## config.mk

```make
export PLATFORM = sky130hd
export DESIGN_NAME = lwl_ram
export DESIGN_NICKNAME = d
export VERILOG_FILES = /design/src/rtl/lwl_ram.sv
export SDC_FILE = /design/constraint.sdc
export NUM_CORES = 1
export LEC_CHECK = 0
export ABC_CLOCK_PERIOD_IN_PS = 1970
export BUFFER_PORTS_ARGS = -buffer_cell sky130_fd_sc_hd__buf_2
export CAP_MARGIN = 15
export CORE_MARGIN = 2
export CORE_UTILIZATION = 51
export DETAILED_ROUTE_END_ITERATION = 12
export PLACE_DENSITY = 0.87
export SLEW_MARGIN = 10
export SYNTH_ARGS = -nofsm -noshare
export SYNTH_HDL_FRONTEND = slang
export SYNTH_SLANG_ARGS = --single-unit
```

## constraint.sdc

```tcl
create_clock -name i_clk -period 1.97 [get_ports i_clk]
set_input_delay 0.0985 -clock i_clk [delete_from_list [all_inputs] [get_ports i_clk]]
set_output_delay 0.0985 -clock i_clk [all_outputs]
set_load 0.02 [all_outputs]
```

## src/rtl/lwl_ram.sv

```systemverilog
// Generic simple dual-port RAM with one write port and a registered read port.
module lwl_ram #(
    parameter int WIDTH = 8,
    parameter int DEPTH = 2
) (
    input  logic                                   i_clk,
    input  logic                                   i_wr_en,
    input  logic [((DEPTH > 1) ? $clog2(DEPTH) : 1)-1:0] i_wr_addr,
    input  logic [WIDTH-1:0]                       i_wr_data,
    input  logic [((DEPTH > 1) ? $clog2(DEPTH) : 1)-1:0] i_rd_addr,
    output logic [WIDTH-1:0]                       o_rd_data
);

    logic [WIDTH-1:0] r_mem [DEPTH];

    // Write port and registered read port.
    always_ff @(posedge i_clk) begin
        if (i_wr_en) begin
            r_mem[i_wr_addr] <= i_wr_data;
        end
        o_rd_data <= r_mem[i_rd_addr];
    end

endmodule
```

# ---- Yosys cells after proc, flatten, opt, wreduce, memory -nomap -nowiden
# Memories as Yosys holds them, arrays and structs flattened. A register that Yosys moved wholly into a read port is not among the register bits.
# Index checks and enable logic that the tools add are counted.
dict set report totals {
  reg_bits 0
  inputBits 12
  ram_bits 16
  memories 1
  word_cells 3
}
# name depth width read_ports rd_clocked_by_memory_dff write_ports line
set memory_table {}
lappend memory_table {r_mem 2 8 1 1 1 14} ;# logic [WIDTH-1:0] r_mem [DEPTH];
dict set report classes {
  n_mux 2
}
# cell n
set ops {}
lappend ops {{$mux 1} 2}

# ---- Logic depth before layout (Yosys ltp)
dict set report logic_depth {
  word_depth 2
  depth_mapped 2
  depth_no_buf 1
}

# ---- Least setup slack after synthesis
# Ideal clock, no wire load.
dict set report synth_path {
  kind {in2reg}
  start {in i_wr_en}
  end {mem r_mem[0][0], enable pin}
  cell_stages 1
  setup_time_ns 0.373
  slack_ns 1.078
  t_arrival_ns 0.519
  required_ns 1.597
  path_buffers 0
  path_cell_list {nor2b_1}
}
dict set report synth_between {
  elab_chain_cells 2
}
# item line
set synth_rtl {}
lappend synth_rtl {{from (decl)} 7} ;# input logic i_wr_en,
lappend synth_rtl {{$mux 1} 18} ;# if (i_wr_en) begin
lappend synth_rtl {{$mux 1 (not written as such)} 19} ;# r_mem[i_wr_addr] <= i_wr_data;
lappend synth_rtl {{to (decl)} 14}
# No other way between the ends.

# ---- Final worst setup path
dict set report layout_path {
  start {reg o_rd_data[1], read port of r_mem}
  end {out o_rd_data[1]}
}
# item line
set layout_lines {}
lappend layout_lines {{from (decl)} 11} ;# output logic [WIDTH-1:0] o_rd_data
# No word-level cell between the ends.

==> metrics.md <==
| Metric | Value |
|---|---|
| Final Cycle Share | between 40 and 50% |
| Dpl ws | 0.8555 ns |
| Core area | 0.001471 sq mm |
| Highest Signal Layer | met4 |
| Worst-path clk slew | 0.11 ns |
| CTS Root Cell | clkbuf_4 |
| Delay-heaviest family, CP | flip-flops |
| Nets | 78 |
| Die height | 43.22 um |
| CTS Sinks | 24 |
| Hold slack | 0.2193 ns |
| DRT iter0 DRCs | 10 |
| CP Launch Type | register |
| CTS H-tree depth | 1 |
| Vias per cell | about 4.9 |
| Post-DRT Antenna Nets | 0 |
| GP Congestion | 0.5859 |
| Pins over their slew limit | 0 |
| R2R Setup Slk | about 1.2 ns |
| Crit-path max cell delay | 0.33 ns |
| Setup_tns | 0 ns |
| Status | finished, final reports clean |
| Vias | 392 |
| Skew final | 0.002182 ns |
| Final hold violations | 0 |
| Synth Register Bits | 24 |
| Gr ovfl total | 0 |
| Final Power | 875.9 uW |
| Leak Pwr | 0.4102 nW |
| Pre-antenna DRT Iters | 4 |
| DRC | 0 |
| Non-Filler Instances | 80 |
| Worst r2r path cells | 1 |
| Crit. path cell count | 1 |
| Clk Latency, worst-skew pair | 0.29 ns |
| DP Area | 888.4 sq um |
| Initial Util | 53.32% |
| RSZ-0062 raised after global routing | no |
| Bufs on Longest Clock Path | 2 |
| Worst EP required | 1.87 ns |
| Worst slew pin tran | 0.6502 ns |
| Antenna cells | 0 |
| Initial antenna violation count | 0 |
| Vias in the first global route | 401 |
| Final setup margin | 1.098 ns |
| # resized after CTS | 0 |
| Buf/Inv on CP | 1 |
| Max-Cap Viols | 0 |
| Die X | roughly 43 um |
| Port Buf Inserts | 19 |
| Largest net degree at the start of global routing | 13 |
| F_max | between 1 and 1.5 GHz |
| Total Routed Length | 1.080 mm |
| Critical path capture point type | primary output |
| Kind of critical path | register to primary output |
| Ys Warns | 0 |
| Crit path cell chain | buf_2 |
| Tmin final | 0.8721 ns |
| Critical path arrival | 0.77 ns |
| Slowest CP cell | dfxtp_1 |
| CTS tree | yes |
| Synthesized area per cell | between 20 and 25 sq um |
| Hold path depth | 2 |
| Power density over the cells | between 800 and 900 mW/mm^2 |
| First-pass GRT wire length | 1.656 mm |
| Syn Std Cell Area | 784.5 sq um |
| Max_slew headroom | 56.57% |
| # setup viols final | 0 |
| Layout cells sized above 1 | a little under half |
| Worst hold path type | primary input to register |
| Syn Nets | 47 |
| Cts bufs inserted | 3 |
| Cells after synthesis | 35 |
| Sequential area share after synthesis | between 80% and 90% |
| Routed met3 length | 76 um |
| WL/cell | roughly 14 um |
| Final Core Density | 67.35% |
| # rows | 14 |
| Max FO, Critical Path | 1 |
| Top Ports | 20 |
| Layout area overhead | 26.32% |
| Placed insts | 69 |
| Die area | 0.001868 sq mm |
| Worst-case vdd ir drop | roughly 0.00054 V |
| Global Route Usage Sum | a little over an eighth |
| Netlist cell types | 6 |
| Final Cell Area | 991.0 sq um |
| WL met2 | 586 um |
| DRT met1 WL | 403 um |
[worst paths after layout]
path	start	end
worst max register to register	r_mem[0][6]	o_rd_data[6]
worst max-delay path	o_rd_data[1]	o_rd_data[1]
worst min register to register	r_mem[0][0]	o_rd_data[0]
worst min-delay path	i_wr_addr	r_mem[0][2]
[cells in the final DEF, fill, tap and decap left out, drive strengths merged]
cell type,count
buf,19
edfxtp,16
mux2,8
dlygate4sd3,8
dfxtp,8
clkbuf,3
nor2b,1
and2,1
[power by group]
| group | internal [mW] | switching (mW) | total (mW) |
|---|---|---|---|
| Clock | 0.0712 | 0.124 | 0.195 |
| Sequential | 0.576 | 0.00860 | 0.585 |
| Combinational | 0.0508 | 0.0452 | 0.0960 |
| Total | 0.698 | 0.177 | 0.876 |
[layout make-up]
class                           count  area [sq um]
Tap cell                           16         20.02
Timing Repair Buffer               27         175.2
Clock buffer                        3         22.52
Multi-Input combinational cell     10         132.6
Sequential cell                    24         640.6
Fill cell                         102         480.5
[logic make-up (layout without fill, tap and decap cells)]
group	count (synthesis)	in the layout	share of synthesized area, %
flops	24	24	81.66
mux	8	8	15.31
simple gates	2	2	1.596
buf+inv	1	30	1.435
[synth_stat cells, drive strengths merged]
cell	number	area, sq um
buf	1	11.26
mux2	8	120.1
dfxtp	8	160.2
edfxtp	16	480.5
and2	1	6.260
nor2b	1	6.260
[per-layer routing]
| layer | track usage (%) | up-vias |
|---|---|---|
| met2 | 22.99 | 19 |
| met5 | 0 | - |
| li1 | - | 189 |
| met4 | 9.091 | 0 |
| met1 | 12.89 | 182 |
| met3 | 3.830 | 2 |
[repair_timing]
| item | in CTS | in global routing |
|---|---|---|
| setup buffers | 0 | 0 |
| hold buffers | 8 | 0 |
| endpoints found under the hold margin | 16 | 0 |
[registers in the layout, indices dropped and copies added (netlist names)]
signal and cells:
o_rd_data 8, r_mem 16
No activity file was read; power rests on OpenSTA's default activity.
